[src/hw/rtl/tmwf_pkg.sv]
`timescale 1ns / 1ps
// shared types, constants and coefficient tables for the transverse mass window filter
package tmwf_pkg;

  localparam int PhiBitsDef = 10;
  localparam int EtBitsDef  = 16;

  localparam int MassW   = 17;
  localparam int SqW     = 2 * MassW;
  localparam int CfgIdxW = 2;

  localparam int MulW  = 32;
  localparam int ProdW = 2 * MulW;

  localparam int XW   = 31;
  localparam int YW   = 32;
  localparam int Q0W  = 30;
  localparam int TW   = 31;
  localparam int SW   = 31;
  localparam int QW   = 32;
  localparam int DivW = 8;

  // 4*m is compared on a 2^30 grid, so m on a 2^28 grid
  localparam int FracW = 28;

  localparam int NumTerms = 6;
  localparam int TermW    = 3;

  localparam logic [MulW-1:0] PiQ30  = 32'd3373259426;
  localparam logic [TW-1:0]   OneQ30 = 31'd1073741824;

  typedef enum logic [CfgIdxW-1:0] {
    CFG_MIN_MASS   = 2'd0,
    CFG_MAX_MASS   = 2'd1,
    CFG_MAX_ENABLE = 2'd2
  } cfg_reg_t;

  typedef enum logic [3:0] {
    MUL_PI_A,
    MUL_X_X,
    MUL_X2_T,
    MUL_Y_R,
    MUL_Q0_K,
    MUL_X_T,
    MUL_S_S,
    MUL_ET_MET,
    MUL_PLO_Q,
    MUL_PHI_Q,
    MUL_MIN_MIN,
    MUL_MAX_MAX
  } mul_sel_t;

  typedef enum logic [4:0] {
    ST_IDLE,
    ST_START,
    ST_PX,
    ST_X,
    ST_PXX,
    ST_X2,
    ST_PXT,
    ST_Y,
    ST_PYR,
    ST_Q0,
    ST_PQK,
    ST_T,
    ST_PS,
    ST_S,
    ST_PSS,
    ST_Q,
    ST_PE,
    ST_E,
    ST_PLO,
    ST_MLO,
    ST_MHI,
    ST_CMIN,
    ST_CMAX,
    ST_FIN
  } state_t;

  typedef struct packed {
    logic             ld_in;
    mul_sel_t         mul_sel;
    logic             ld_x;
    logic             ld_x2;
    logic             init_t;
    logic             ld_y;
    logic             ld_q0;
    logic             ld_t;
    logic             ld_s;
    logic             ld_q;
    logic             ld_pe;
    logic             ld_m_lo;
    logic             ld_m_hi;
    logic             chk_min;
    logic             chk_max;
    logic             ld_out;
    logic [TermW-1:0] term;
  } dp_cmd_t;

  typedef struct packed {
    logic has_cand;
    logic is_last;
  } dp_stat_t;

  // divisors of the sine series, innermost term first
  function automatic logic [DivW-1:0] term_div(input logic [TermW-1:0] idx);
    logic [DivW-1:0] d;
    case (idx)
      3'd0:    d = 8'd156;
      3'd1:    d = 8'd110;
      3'd2:    d = 8'd72;
      3'd3:    d = 8'd42;
      3'd4:    d = 8'd20;
      3'd5:    d = 8'd6;
      default: d = 8'd6;
    endcase
    return d;
  endfunction

  // floor(2^32 / divisor)
  function automatic logic [Q0W-1:0] term_recip(input logic [TermW-1:0] idx);
    logic [Q0W-1:0] r;
    case (idx)
      3'd0:    r = 30'd27531841;
      3'd1:    r = 30'd39045157;
      3'd2:    r = 30'd59652323;
      3'd3:    r = 30'd102261126;
      3'd4:    r = 30'd214748364;
      3'd5:    r = 30'd715827882;
      default: r = 30'd715827882;
    endcase
    return r;
  endfunction

endpackage

[src/hw/rtl/transverse_mass_window_filter.sv]
`timescale 1ns / 1ps
// top level of the transverse mass window filter
//
//  channel  signals                    transfer when
//  -------  -------------------------  ---------------------
//  input    in_valid / in_ready        both high at clk edge
//  output   out_valid / out_ready      both high at clk edge
//  config   cfg_valid / cfg_ready      both high at clk edge
//
// a candidate's time from its transfer to the next transfer is set by the
// single shared 32x32 multiplier and the six-term sine series run on it
// an empty marker skips the series; one item is in flight at a time
// reset clears the flags and loads the register defaults, no clearing pass
// a last item waits in its final cycle only while an earlier pass is untaken
module transverse_mass_window_filter #(
  parameter int PHI_BITS = tmwf_pkg::PhiBitsDef,
  parameter int ET_BITS  = tmwf_pkg::EtBitsDef
) (
  input  logic                         clk,
  input  logic                         rst,
  input  logic                         in_valid,
  output logic                         in_ready,
  input  logic [ET_BITS-1:0]           cand_et,
  input  logic [PHI_BITS-1:0]          cand_phi,
  input  logic [ET_BITS-1:0]           miss_et,
  input  logic [PHI_BITS-1:0]          miss_phi,
  input  logic                         has_candidate,
  input  logic                         last,
  output logic                         out_valid,
  input  logic                         out_ready,
  output logic                         pass,
  input  logic                         cfg_valid,
  output logic                         cfg_ready,
  input  logic [tmwf_pkg::CfgIdxW-1:0] cfg_index,
  input  logic [tmwf_pkg::MassW-1:0]   cfg_data
);
  import tmwf_pkg::*;

  dp_cmd_t  cmd;
  dp_stat_t stat;
  logic     cfg_we;

  assign cfg_ready = 1'b1;
  assign cfg_we    = cfg_valid & cfg_ready;

  tmwf_ctrl u_ctrl (
    .clk       (clk),
    .rst       (rst),
    .in_valid  (in_valid),
    .in_ready  (in_ready),
    .out_valid (out_valid),
    .out_ready (out_ready),
    .stat      (stat),
    .cmd       (cmd)
  );

  tmwf_dp #(
    .PHI_BITS (PHI_BITS),
    .ET_BITS  (ET_BITS)
  ) u_dp (
    .clk           (clk),
    .rst           (rst),
    .cand_et       (cand_et),
    .cand_phi      (cand_phi),
    .miss_et       (miss_et),
    .miss_phi      (miss_phi),
    .has_candidate (has_candidate),
    .last          (last),
    .cfg_we        (cfg_we),
    .cfg_index     (cfg_index),
    .cfg_data      (cfg_data),
    .cmd           (cmd),
    .stat          (stat),
    .pass          (pass)
  );

endmodule

[src/hw/rtl/tmwf_ctrl.sv]
`timescale 1ns / 1ps
// sequencer for the transverse mass window filter datapath
module tmwf_ctrl (
  input  logic               clk,
  input  logic               rst,
  input  logic               in_valid,
  output logic               in_ready,
  output logic               out_valid,
  input  logic               out_ready,
  input  tmwf_pkg::dp_stat_t stat,
  output tmwf_pkg::dp_cmd_t  cmd
);
  import tmwf_pkg::*;

  state_t           state;
  state_t           state_next;
  logic [TermW-1:0] term;
  logic [TermW-1:0] term_next;
  logic             out_valid_next;
  logic             out_blocked;

  assign out_blocked = out_valid & ~out_ready;

  always_ff @(posedge clk) begin
    if (rst) begin
      state     <= ST_IDLE;
      term      <= '0;
      out_valid <= 1'b0;
    end else begin
      state     <= state_next;
      term      <= term_next;
      out_valid <= out_valid_next;
    end
  end

  always_comb begin
    state_next = state;
    term_next  = term;
    case (state)
      ST_IDLE: begin
        if (in_valid) begin
          state_next = ST_START;
        end
      end
      ST_START: state_next = stat.has_cand ? ST_PX : ST_FIN;
      ST_PX:    state_next = ST_X;
      ST_X:     state_next = ST_PXX;
      ST_PXX:   state_next = ST_X2;
      ST_X2: begin
        state_next = ST_PXT;
        term_next  = '0;
      end
      ST_PXT:   state_next = ST_Y;
      ST_Y:     state_next = ST_PYR;
      ST_PYR:   state_next = ST_Q0;
      ST_Q0:    state_next = ST_PQK;
      ST_PQK:   state_next = ST_T;
      ST_T: begin
        term_next  = term + TermW'(1);
        state_next = (term == TermW'(NumTerms - 1)) ? ST_PS : ST_PXT;
      end
      ST_PS:    state_next = ST_S;
      ST_S:     state_next = ST_PSS;
      ST_PSS:   state_next = ST_Q;
      ST_Q:     state_next = ST_PE;
      ST_PE:    state_next = ST_E;
      ST_E:     state_next = ST_PLO;
      ST_PLO:   state_next = ST_MLO;
      ST_MLO:   state_next = ST_MHI;
      ST_MHI:   state_next = ST_CMIN;
      ST_CMIN:  state_next = ST_CMAX;
      ST_CMAX:  state_next = ST_FIN;
      ST_FIN: begin
        if (!(stat.is_last && out_blocked)) begin
          state_next = ST_IDLE;
        end
      end
      default:  state_next = ST_IDLE;
    endcase
  end

  always_comb begin
    cmd      = '0;
    cmd.term = term;
    in_ready = 1'b0;
    case (state)
      ST_IDLE: begin
        in_ready   = 1'b1;
        cmd.ld_in  = in_valid;
      end
      ST_PX:   cmd.mul_sel = MUL_PI_A;
      ST_X:    cmd.ld_x = 1'b1;
      ST_PXX:  cmd.mul_sel = MUL_X_X;
      ST_X2: begin
        cmd.ld_x2  = 1'b1;
        cmd.init_t = 1'b1;
      end
      ST_PXT:  cmd.mul_sel = MUL_X2_T;
      ST_Y:    cmd.ld_y = 1'b1;
      ST_PYR:  cmd.mul_sel = MUL_Y_R;
      ST_Q0:   cmd.ld_q0 = 1'b1;
      ST_PQK:  cmd.mul_sel = MUL_Q0_K;
      ST_T:    cmd.ld_t = 1'b1;
      ST_PS:   cmd.mul_sel = MUL_X_T;
      ST_S:    cmd.ld_s = 1'b1;
      ST_PSS:  cmd.mul_sel = MUL_S_S;
      ST_Q:    cmd.ld_q = 1'b1;
      ST_PE:   cmd.mul_sel = MUL_ET_MET;
      ST_E:    cmd.ld_pe = 1'b1;
      ST_PLO:  cmd.mul_sel = MUL_PLO_Q;
      ST_MLO: begin
        cmd.ld_m_lo = 1'b1;
        cmd.mul_sel = MUL_PHI_Q;
      end
      ST_MHI: begin
        cmd.ld_m_hi = 1'b1;
        cmd.mul_sel = MUL_MIN_MIN;
      end
      ST_CMIN: begin
        cmd.chk_min = 1'b1;
        cmd.mul_sel = MUL_MAX_MAX;
      end
      ST_CMAX: cmd.chk_max = 1'b1;
      ST_FIN:  cmd.ld_out = stat.is_last & ~out_blocked;
      default: cmd.ld_in = 1'b0;
    endcase
  end

  assign out_valid_next = cmd.ld_out | out_blocked;

endmodule

[src/hw/rtl/tmwf_dp.sv]
`timescale 1ns / 1ps
// datapath: shared multiplier, sine series, mass product, threshold flags
module tmwf_dp #(
  parameter int PHI_BITS = tmwf_pkg::PhiBitsDef,
  parameter int ET_BITS  = tmwf_pkg::EtBitsDef
) (
  input  logic                         clk,
  input  logic                         rst,
  input  logic [ET_BITS-1:0]           cand_et,
  input  logic [PHI_BITS-1:0]          cand_phi,
  input  logic [ET_BITS-1:0]           miss_et,
  input  logic [PHI_BITS-1:0]          miss_phi,
  input  logic                         has_candidate,
  input  logic                         last,
  input  logic                         cfg_we,
  input  logic [tmwf_pkg::CfgIdxW-1:0] cfg_index,
  input  logic [tmwf_pkg::MassW-1:0]   cfg_data,
  input  tmwf_pkg::dp_cmd_t            cmd,
  output tmwf_pkg::dp_stat_t           stat,
  output logic                         pass
);
  import tmwf_pkg::*;

  localparam int PW   = 2 * ET_BITS;
  localparam int MW   = PW + QW;
  localparam int CmpW = (MW - FracW > SqW) ? MW - FracW : SqW;
  localparam logic [PHI_BITS-1:0] PhiHalf = {1'b1, {(PHI_BITS-1){1'b0}}};

  logic [ET_BITS-1:0]  et_r;
  logic [ET_BITS-1:0]  met_r;
  logic [PHI_BITS-1:0] a_r;
  logic                has_r;
  logic                last_r;
  logic [XW-1:0]       x;
  logic [YW-1:0]       x2;
  logic [TW-1:0]       t;
  logic [YW-1:0]       y;
  logic [Q0W-1:0]      q0;
  logic [SW-1:0]       s;
  logic [QW-1:0]       q;
  logic [PW-1:0]       pe;
  logic [MW-1:0]       m;
  logic [ProdW-1:0]    prod;
  logic                reached_min;
  logic                exceeded_max;
  logic [MassW-1:0]    min_mass;
  logic [MassW-1:0]    max_mass;
  logic                max_enable;

  logic [PHI_BITS-1:0] w;
  logic [PHI_BITS-1:0] a_in;
  logic [MulW-1:0]     mul_a;
  logic [MulW-1:0]     mul_b;
  logic [ProdW-1:0]    rounded;
  logic [YW-1:0]       rem;
  logic [DivW-1:0]     div_k;
  logic [TW-1:0]       quot;
  logic [CmpW-1:0]     mq;
  logic [CmpW-1:0]     sq;
  logic                mfrac;

  // folded phi difference
  assign w    = cand_phi - miss_phi;
  assign a_in = (w > PhiHalf) ? (PHI_BITS'(0) - w) : w;

  assign div_k = term_div(cmd.term);

  always_comb begin
    case (cmd.mul_sel)
      MUL_PI_A: begin
        mul_a = PiQ30;
        mul_b = MulW'(a_r);
      end
      MUL_X_X: begin
        mul_a = MulW'(x);
        mul_b = MulW'(x);
      end
      MUL_X2_T: begin
        mul_a = x2;
        mul_b = MulW'(t);
      end
      MUL_Y_R: begin
        mul_a = y;
        mul_b = MulW'(term_recip(cmd.term));
      end
      MUL_Q0_K: begin
        mul_a = MulW'(q0);
        mul_b = MulW'(div_k);
      end
      MUL_X_T: begin
        mul_a = MulW'(x);
        mul_b = MulW'(t);
      end
      MUL_S_S: begin
        mul_a = MulW'(s);
        mul_b = MulW'(s);
      end
      MUL_ET_MET: begin
        mul_a = MulW'(et_r);
        mul_b = MulW'(met_r);
      end
      MUL_PLO_Q: begin
        mul_a = MulW'(pe[ET_BITS-1:0]);
        mul_b = q;
      end
      MUL_PHI_Q: begin
        mul_a = MulW'(pe[PW-1:ET_BITS]);
        mul_b = q;
      end
      MUL_MIN_MIN: begin
        mul_a = MulW'(min_mass);
        mul_b = MulW'(min_mass);
      end
      MUL_MAX_MAX: begin
        mul_a = MulW'(max_mass);
        mul_b = MulW'(max_mass);
      end
      default: begin
        mul_a = '0;
        mul_b = '0;
      end
    endcase
  end

  assign rounded = prod + (ProdW'(1) << (PHI_BITS - 1));

  // reciprocal quotient is low by at most one
  assign rem  = y - prod[YW-1:0];
  assign quot = TW'(q0) + TW'(rem >= YW'(div_k));

  assign mq    = CmpW'(m[MW-1:FracW]);
  assign mfrac = |m[FracW-1:0];
  assign sq    = CmpW'(prod[SqW-1:0]);

  always_ff @(posedge clk) begin
    prod <= mul_a * mul_b;
    if (cmd.ld_in) begin
      et_r   <= cand_et;
      met_r  <= miss_et;
      a_r    <= a_in;
      has_r  <= has_candidate;
      last_r <= last;
    end
    if (cmd.ld_x) begin
      x <= rounded[PHI_BITS+XW-1:PHI_BITS];
    end
    if (cmd.ld_x2) begin
      x2 <= prod[30+YW-1:30];
    end
    if (cmd.init_t) begin
      t <= OneQ30;
    end else if (cmd.ld_t) begin
      t <= OneQ30 - quot;
    end
    if (cmd.ld_y) begin
      y <= prod[30+YW-1:30];
    end
    if (cmd.ld_q0) begin
      q0 <= prod[32+Q0W-1:32];
    end
    if (cmd.ld_s) begin
      s <= prod[30+SW-1:30];
    end
    if (cmd.ld_q) begin
      q <= prod[30+QW-1:30];
    end
    if (cmd.ld_pe) begin
      pe <= prod[PW-1:0];
    end
    if (cmd.ld_m_lo) begin
      m <= MW'(prod[ET_BITS+QW-1:0]);
    end else if (cmd.ld_m_hi) begin
      m <= m + (MW'(prod[ET_BITS+QW-1:0]) << ET_BITS);
    end
    if (cmd.ld_out) begin
      pass <= reached_min & ~exceeded_max;
    end
  end

  always_ff @(posedge clk) begin
    if (rst) begin
      reached_min  <= 1'b0;
      exceeded_max <= 1'b0;
      min_mass     <= '0;
      max_mass     <= '1;
      max_enable   <= 1'b0;
    end else begin
      if (cfg_we) begin
        case (cfg_index)
          CFG_MIN_MASS:   min_mass <= cfg_data;
          CFG_MAX_MASS:   max_mass <= cfg_data;
          CFG_MAX_ENABLE: max_enable <= cfg_data[0];
          default:        max_enable <= max_enable;
        endcase
      end
      if (cmd.ld_out) begin
        reached_min  <= 1'b0;
        exceeded_max <= 1'b0;
      end else begin
        if (cmd.chk_min && mq >= sq) begin
          reached_min <= 1'b1;
        end
        if (cmd.chk_max && max_enable && (mq > sq || (mq == sq && mfrac))) begin
          exceeded_max <= 1'b1;
        end
      end
    end
  end

  assign stat.has_cand = has_r;
  assign stat.is_last  = last_r;

endmodule
[config.mk]
export PLATFORM = sky130hd
export DESIGN_NAME = transverse_mass_window_filter
export DESIGN_NICKNAME = d
export VERILOG_FILES = /design/src/hw/rtl/tmwf_pkg.sv /design/src/hw/rtl/transverse_mass_window_filter.sv /design/src/hw/rtl/tmwf_ctrl.sv /design/src/hw/rtl/tmwf_dp.sv
export SDC_FILE = /design/constraint.sdc
export NUM_CORES = 2
export LEC_CHECK = 0
export BUFFER_PORTS_ARGS = -buffer_cell sky130_fd_sc_hd__buf_2
export CAP_MARGIN = 30
export CELL_PAD_IN_SITES_DETAIL_PLACEMENT = 0
export CELL_PAD_IN_SITES_GLOBAL_PLACEMENT = 1
export CORE_MARGIN = 2
export CORE_UTILIZATION = 47
export DETAILED_ROUTE_END_ITERATION = 8
export PLACE_DENSITY_LB_ADDON = 0.08
export SLEW_MARGIN = 25
export SYNTH_ARGS = -nofsm -noshare
export SYNTH_HDL_FRONTEND = slang
export SYNTH_SLANG_ARGS = --single-unit
[constraint.sdc]
create_clock -name clk -period 9.3 [get_ports clk]
set_input_delay 0.465 -clock clk [delete_from_list [all_inputs] [get_ports clk]]
set_output_delay 0.465 -clock clk [all_outputs]
set_load 0.02 [all_outputs]
## After elaboration in Yosys (flattened, before gate mapping)

Index checks and enable logic that the tools add are counted.

| storage, ports and cells | value |
|---|---|
| output and inout port bits | 4 |
| flip-flop bits (word level) | 468 |
| bits of input ports | 78 |
| logic and storage cells | 139 |

| operators by class | value |
|---|---|
| order comparisons | 4 |
| $mul | 1 |
| mux-type cells | 29 |
| add/subtract/negate cells | 8 |
| bitwise operators | 7 |
| equal/unequal tests | 44 |
| reductions and logical operators | 21 |

Operator list:

| kind | number |
|---|---|
| $pmux W32 S11 | 1 |
| $pmux W32 S10 | 1 |
| $pmux W30 S5 | 1 |
| $pmux W5 S24 | 1 |
| $mux W48 | 2 |
| $add A64 B64 Y64 | 1 |
| $mul A32 B32 Y62 | 1 |
| $pmux W4 S11 | 1 |
| $add A41 B10 Y41 const B | 1 |
| $eq A5 B4 Y1 const B | 8 |
| $eq A5 B5 Y1 const B | 8 |
| $pmux W8 S5 | 1 |
| $eq A36 B34 Y1 | 1 |
| $ge A36 B34 Y1 | 1 |
| $gt A36 B34 Y1 | 1 |
| $ge A32 B8 Y1 | 1 |
| $sub A32 B32 Y32 | 1 |
| $add A30 B1 Y31 | 1 |
| $sub A31 B31 Y31 const A | 1 |
| $reduce_or A28 Y1 | 1 |
| $eq A5 B3 Y1 const B | 4 |
| $eq A4 B3 Y1 const B | 4 |
| $eq A4 B4 Y1 const B | 4 |
| $mux W5 | 3 |
| 31 further kinds | 64 |

## Longest topological paths before layout

| logic depth | value |
|---|---|
| depth in word-level cells | 6 |
| gate-level depth with buffers | 40 |
| gate-level depth less buffers | 36 |

## By module

A second synthesis with hierarchy kept.

| unflattened totals | value |
|---|---|
| cell total of the unflattened synthesis | 6217 |
| area total of the unflattened synthesis | 57345.0 sq um |

By module, submodules not included:

| module | area each (sq um) | sequential area each (sq um) | times used | cells each |
|---|---|---|---|---|
| tmwf_dp | 56601.8 | 12321.8 | 1 | 6112 |
| tmwf_ctrl | 732.0 | 180.2 | 1 | 103 |
| transverse_mass_window_filter | 11.3 | 0.0 | 1 | 2 |

## Worst setup path before layout

Ideal clock, no wire load.

| timing | value |
|---|---|
| kind | flip-flop to flip-flop |
| start point | register u_ctrl.state[0] |
| end point | register u_dp.prod[59] |
| required time | 9228 ps |
| slack | 311 ps |
| cell stages (with the launch flop) | 36 |
| clock period less this slack | 8989 ps |
| arrival time | 8917 ps |
| setup time | 72 ps |
| cells stage by stage | dfxtp_1 clkbuf_1 inv_1 nand2_1 nor2_1 clkbuf_1 clkbuf_1 a22oi_1 o211ai_1 a211oi_1 clkbuf_1 nor2_1 fa_1 inv_1 fa_1 fa_1 fa_1 inv_1 fa_1 fa_1 fa_1 inv_1 fa_1 inv_1 ha_1 a21o_1 a21oi_1 o211ai_1 a21oi_1 o21ai_0 a31o_2 a221oi_1 nor2_1 a31o_2 a31oi_1 xnor2_1 |

| between the ends | value |
|---|---|
| longest elaborated chain between the ends | 6 |
| elaborated cells on any way between the ends | 30 |
| classes of those cells | mul (1); eq/ne (22); mux (3); reduce/logical (4) |

Ends and longest elaborated chain:

| element | RTL line | RTL |
|---|---|---|
| start: declaration | tmwf_ctrl.sv:15 | `state_t state;` |
| start signal: assignment | tmwf_ctrl.sv:30 | `state <= state_next;` |
| $eq A5 B5 Y1 (tied with other cells) | tmwf_ctrl.sv:86 | `case (state)` |
| $pmux W4 S11 (*) | tmwf_ctrl.sv:86 |  |
| $eq A4 B1 Y1 (tied with other cells) | tmwf_dp.sv:69 | `case (cmd.mul_sel)` |
| $reduce_or A2 Y1 (no source line) | -- |  |
| $pmux W32 S11 or $pmux W32 S10 (tied branches) | tmwf_dp.sv:69 |  |
| $mul A32 B32 Y62 (*) | tmwf_dp.sv:136 | `prod <= mul_a * mul_b;` |
| end signal: assignment | tmwf_dp.sv:136 |  |
| end: declaration | tmwf_dp.sv:43 | `logic [ProdW-1:0] prod;` |

Every way passes the cells marked *; elsewhere a longest branch is shown, timed or not.
A chain may end at the register's enable or synchronous reset.

## Worst setup path in the final report

| timing | value |
|---|---|
| start point | register u_ctrl.state[2] |
| end point | register u_dp.prod[60] |

The elaborated chain is that of the path after synthesis.

==> key figures <==
Run status
  – Result of the run: completed

Clock network
  – Clk root buf: clkbuf_16
  – Reg clk slew, reported paths: roughly 0.070 ns
  – Number of buffers created by CTS: ~50
  – TritonCTS clock tree: done
  – Clk_lat worst skew: 0.63 ns
  – Maximum root-to-sink buffer count: 3
  – CTS sink count: between 400 and 500
  – CTS H-tree lvls: 2

Floorplanning
  – Number of primary I/O pins: between 80 and 90
  – Initial core utilization: 0.473
  – Die area: 123000 um2
  – Area of the core: between 100000 and 150000 um2
  – Overall die height: between 300 and 400 um
  – Placement row count: about 130
  – Horiz. Die Dim: around 350 um

Synthesis
  – Top_reg_cell synth: edfxtp_1
  – Most area-hungry cell type in the Yosys netlist: fa_1
  – Average instance area after synthesis: just over 9 um2
  – Leading post-synthesis cells by cell area: fa_1 (32%), edfxtp_1 (17%), ha_1 (9.2%)
  – Number of synthesized flops with an enable pin: roughly 310
  – Count of mapped cells out of synthesis: 6138
  – Number of unique standard cell types used by synthesis: 84
  – Async set-or-reset flop fraction in the synthesized netlist: 0
  – Yosys warning count: 0
  – Post-synthesis register bit count: about 470
  – Share of synthesized area occupied by flip-flops and latches: 0.221
  – Fraction of synthesized cell area taken by the top area cell type: 0.318
  – Mapped cell area: ~57000 um2

Worst setup path
  – Critical Path Sink: u_dp.prod[60]
  – Register-to-Register Path Depth: 34
  – Crit path launch type: flip-flop
  – Critical path capture point type: flip-flop
  – CP most frequent cell: fa_1
  – CP Class: reg2reg
  – Largest stage delay on the critical path: about 0.57 ns
  – Worst r2r dst: u_dp.prod[60]
  – CP Data Required Time: ~9.8 ns
  – Data arrival time at the worst-slack endpoint: 9.66 ns
  – Start point of the critical path: u_ctrl.state[2]
  – Reg-to-reg setup timing slack: 0.16 ns
  – Worst path slowest cell: fa_1
  – Highest net fanout along the worst path: 9
  – Beginning of the worst register-to-register path: u_ctrl.state[2]

Timing
  – Final clock skew: ~0.039 ns
  – Final hold violation count: 0
  – Worst slew margin: 0.252
  – Fmax: 109 MHz
  – Final critical-path setup slack: 0.164 ns
  – Part of the cycle the worst path needs: 0.982
  – Slew at the pin closest to its max-slew limit: about 1.1 ns
  – Setup TNS: 0 ns
  – Number of slew-limit violations in the final report: 0
  – Clock period minus final worst setup slack: 9.14 ns
  – Number of failing setup endpoints in the final timing report: 0

Global routing
  – Global-route wire length before repair: 318000 um
  – Pin count of the biggest net entering global routing: 56
  – Antenna violations before repair: 7
  – Vias in the first global route: 46600
  – Overall Global Routing Usage: 0.360
  – Total grt overflow: 0

Run
  – Max Cap Viol: 0

Placed design
  – Pre-CTS setup slack: -0.481 ns
  – Number of I/O port buffers: 80
  – Post-DP HPWL: roughly 180000 um
  – Placer Congestion: between 1 and 1.5
  – Post-Place Cell Area: ~64000 um2

Finish
  – Leading cell types in the layout, fill and taps excluded: inv_1 (1081), fa_1 (868), nand2_1 (813), nor2_1 (681), buf_4 (526)
  – Leading cell type in the layout, fill and taps excluded: inv_1
  – Share of the core filled with cells in the final layout: 0.564
  – Area overhead of the layout relative to synthesis: 19.4%
  – Filler cell count: between 10000 and 15000
  – Ratio of cells with drive above 1 in the final layout: 0.155
  – Post-route cell area: ~67000 um2
  – Total Nets Final: 8062

Routing
  – Drt initial violations: between 5000 and 6000
  – Detailed-route via count: 47300
  – Via-per-instance ratio: around 5.7
  – Final antenna-violating net count: 0
  – Drt drc: 0
  – Drt first pass iters: 8
  – Routed wirelength normalized by instance count: between 20 and 30 um
  – Final routed wirelength across all metal layers: between 200000 and 250000 um

Worst hold path
  – Hold Crit Class: in2reg
  – Hold depth: 1
## final cells by class
cell class / instances / area (um2) / share of cell area
antenna: 4 / 10.0 / 0.000148
clock buffer: 55 / 1310 / 0.0194
clock inverter: 40 / 572 / 0.00847
inverter: 1091 / 4100 / 0.0607
multi-input combinational: 4310 / 40000 / 0.593
sequential: 468 / 12500 / 0.186
tap: 1612 / 2020 / 0.0299
timing repair buffer: 749 / 6960 / 0.103
## routing by layer
| layer | routed length, um | vias to the layer above | global-route usage |
|---|---|---|---|
| met3 | 22800 | 377 | 0.0729 |
| met2 | 95800 | 2324 | 0.544 |
| met5 | 0 | - | 0 |
| li1 | - | 20700 | - |
| met1 | 91300 | 23900 | 0.512 |
| met4 | 9700 | 0 | 0.132 |
## how the worst min path moves through the flow
stage	from	endpoint
after global placement	u_dp.min_mass[0]	u_dp.min_mass[0]
final	cand_et[11]	u_dp.et_r[11]
after CTS	miss_et[7]	u_dp.met_r[7]
after detailed placement	u_dp.min_mass[0]	u_dp.min_mass[0]
after floorplan	u_dp.t[8]	u_dp.t[8]
after global routing	last	u_dp.last_r
## through the flow
step                      hold WS (ns)  instances
after floorplan                  0.424       6151
after global placement           0.443       8176
after detailed placement         0.449       8182
after CTS                    0.0000452       8296
after global routing           0.00399       8325
final                           0.0220       8329
## synthesized netlist by cell type, types with 37 or more instances
cell and instances:
inv_1 1089, fa_1 898, nand2_1 829, nor2_1 702, ha_1 415, edfxtp_1 313
clkbuf_1 261, a21oi_1 248, dfxtp_1 155, xnor2_1 131, o21ai_0 127, a21o_1 107
nand3_1 79, a22oi_1 68, xor2_1 58, nand4_1 48, and3_1 38, nor3_1 37
## registers in the layout, indices dropped and copies added, names as in the netlist, 3 cells and up
register / cells
u_dp.q0: 30
u_dp.prod: 62
u_dp.min_mass: 17
u_dp.t: 31
u_dp.max_mass: 17
u_dp.pe: 32
u_dp.a_r: 10
u_dp.et_r: 16
u_dp.q: 32
u_dp.m: 64
u_dp.y: 32
u_dp.x: 31
u_dp.s: 31
u_dp.x2: 32
u_ctrl.state: 5
u_ctrl.term: 3
u_dp.met_r: 16
## what timing repair did
| action | CTS | global route |
|---|---|---|
| hold buffers | 13 | 0 |
| endpoints found under the hold margin | 13 | 0 |
| cloned | 1 | 1 |
| buffers inserted | 5 | 26 |
| pin swaps | 5 | 112 |
| resized for setup | 28 | 176 |
| setup endpoints to repair | 17 | 18 |
## cell families (layout without fill, tap and decap cells)
| logic type | Yosys count | count (layout) | synth area share |
|---|---|---|---|
| buf+inv | 1373 | 1935 | 0.0914 |
| xor+xnor | 189 | 189 | 0.0293 |
| flops | 468 | 468 | 0.221 |
| other cells | 2 | 19 | 0.000133 |
| simple gates | 1938 | 1938 | 0.147 |
| mux | 5 | 5 | 0.000885 |
| fa+ha+maj | 1313 | 1313 | 0.410 |
| compound gates | 850 | 850 | 0.100 |
## worst max-delay path: cells and delay by family (launching register included)
| kind | cells | cell delay (ns) |
|---|---|---|
| adders and majority gates | 9 | 4.41 |
| buffers and inverters | 9 | 1.09 |
| DFF | 1 | 0.38 |
| and+or+nand+nor | 9 | 1.70 |
| xor gates and xnor gates | 1 | 0.13 |
| AOI/OAI and AO/OA | 6 | 1.28 |
Power is left out: the tool's default activity adds up to more than one toggle a clock period on the data nets, which glitch-free logic cannot reach.
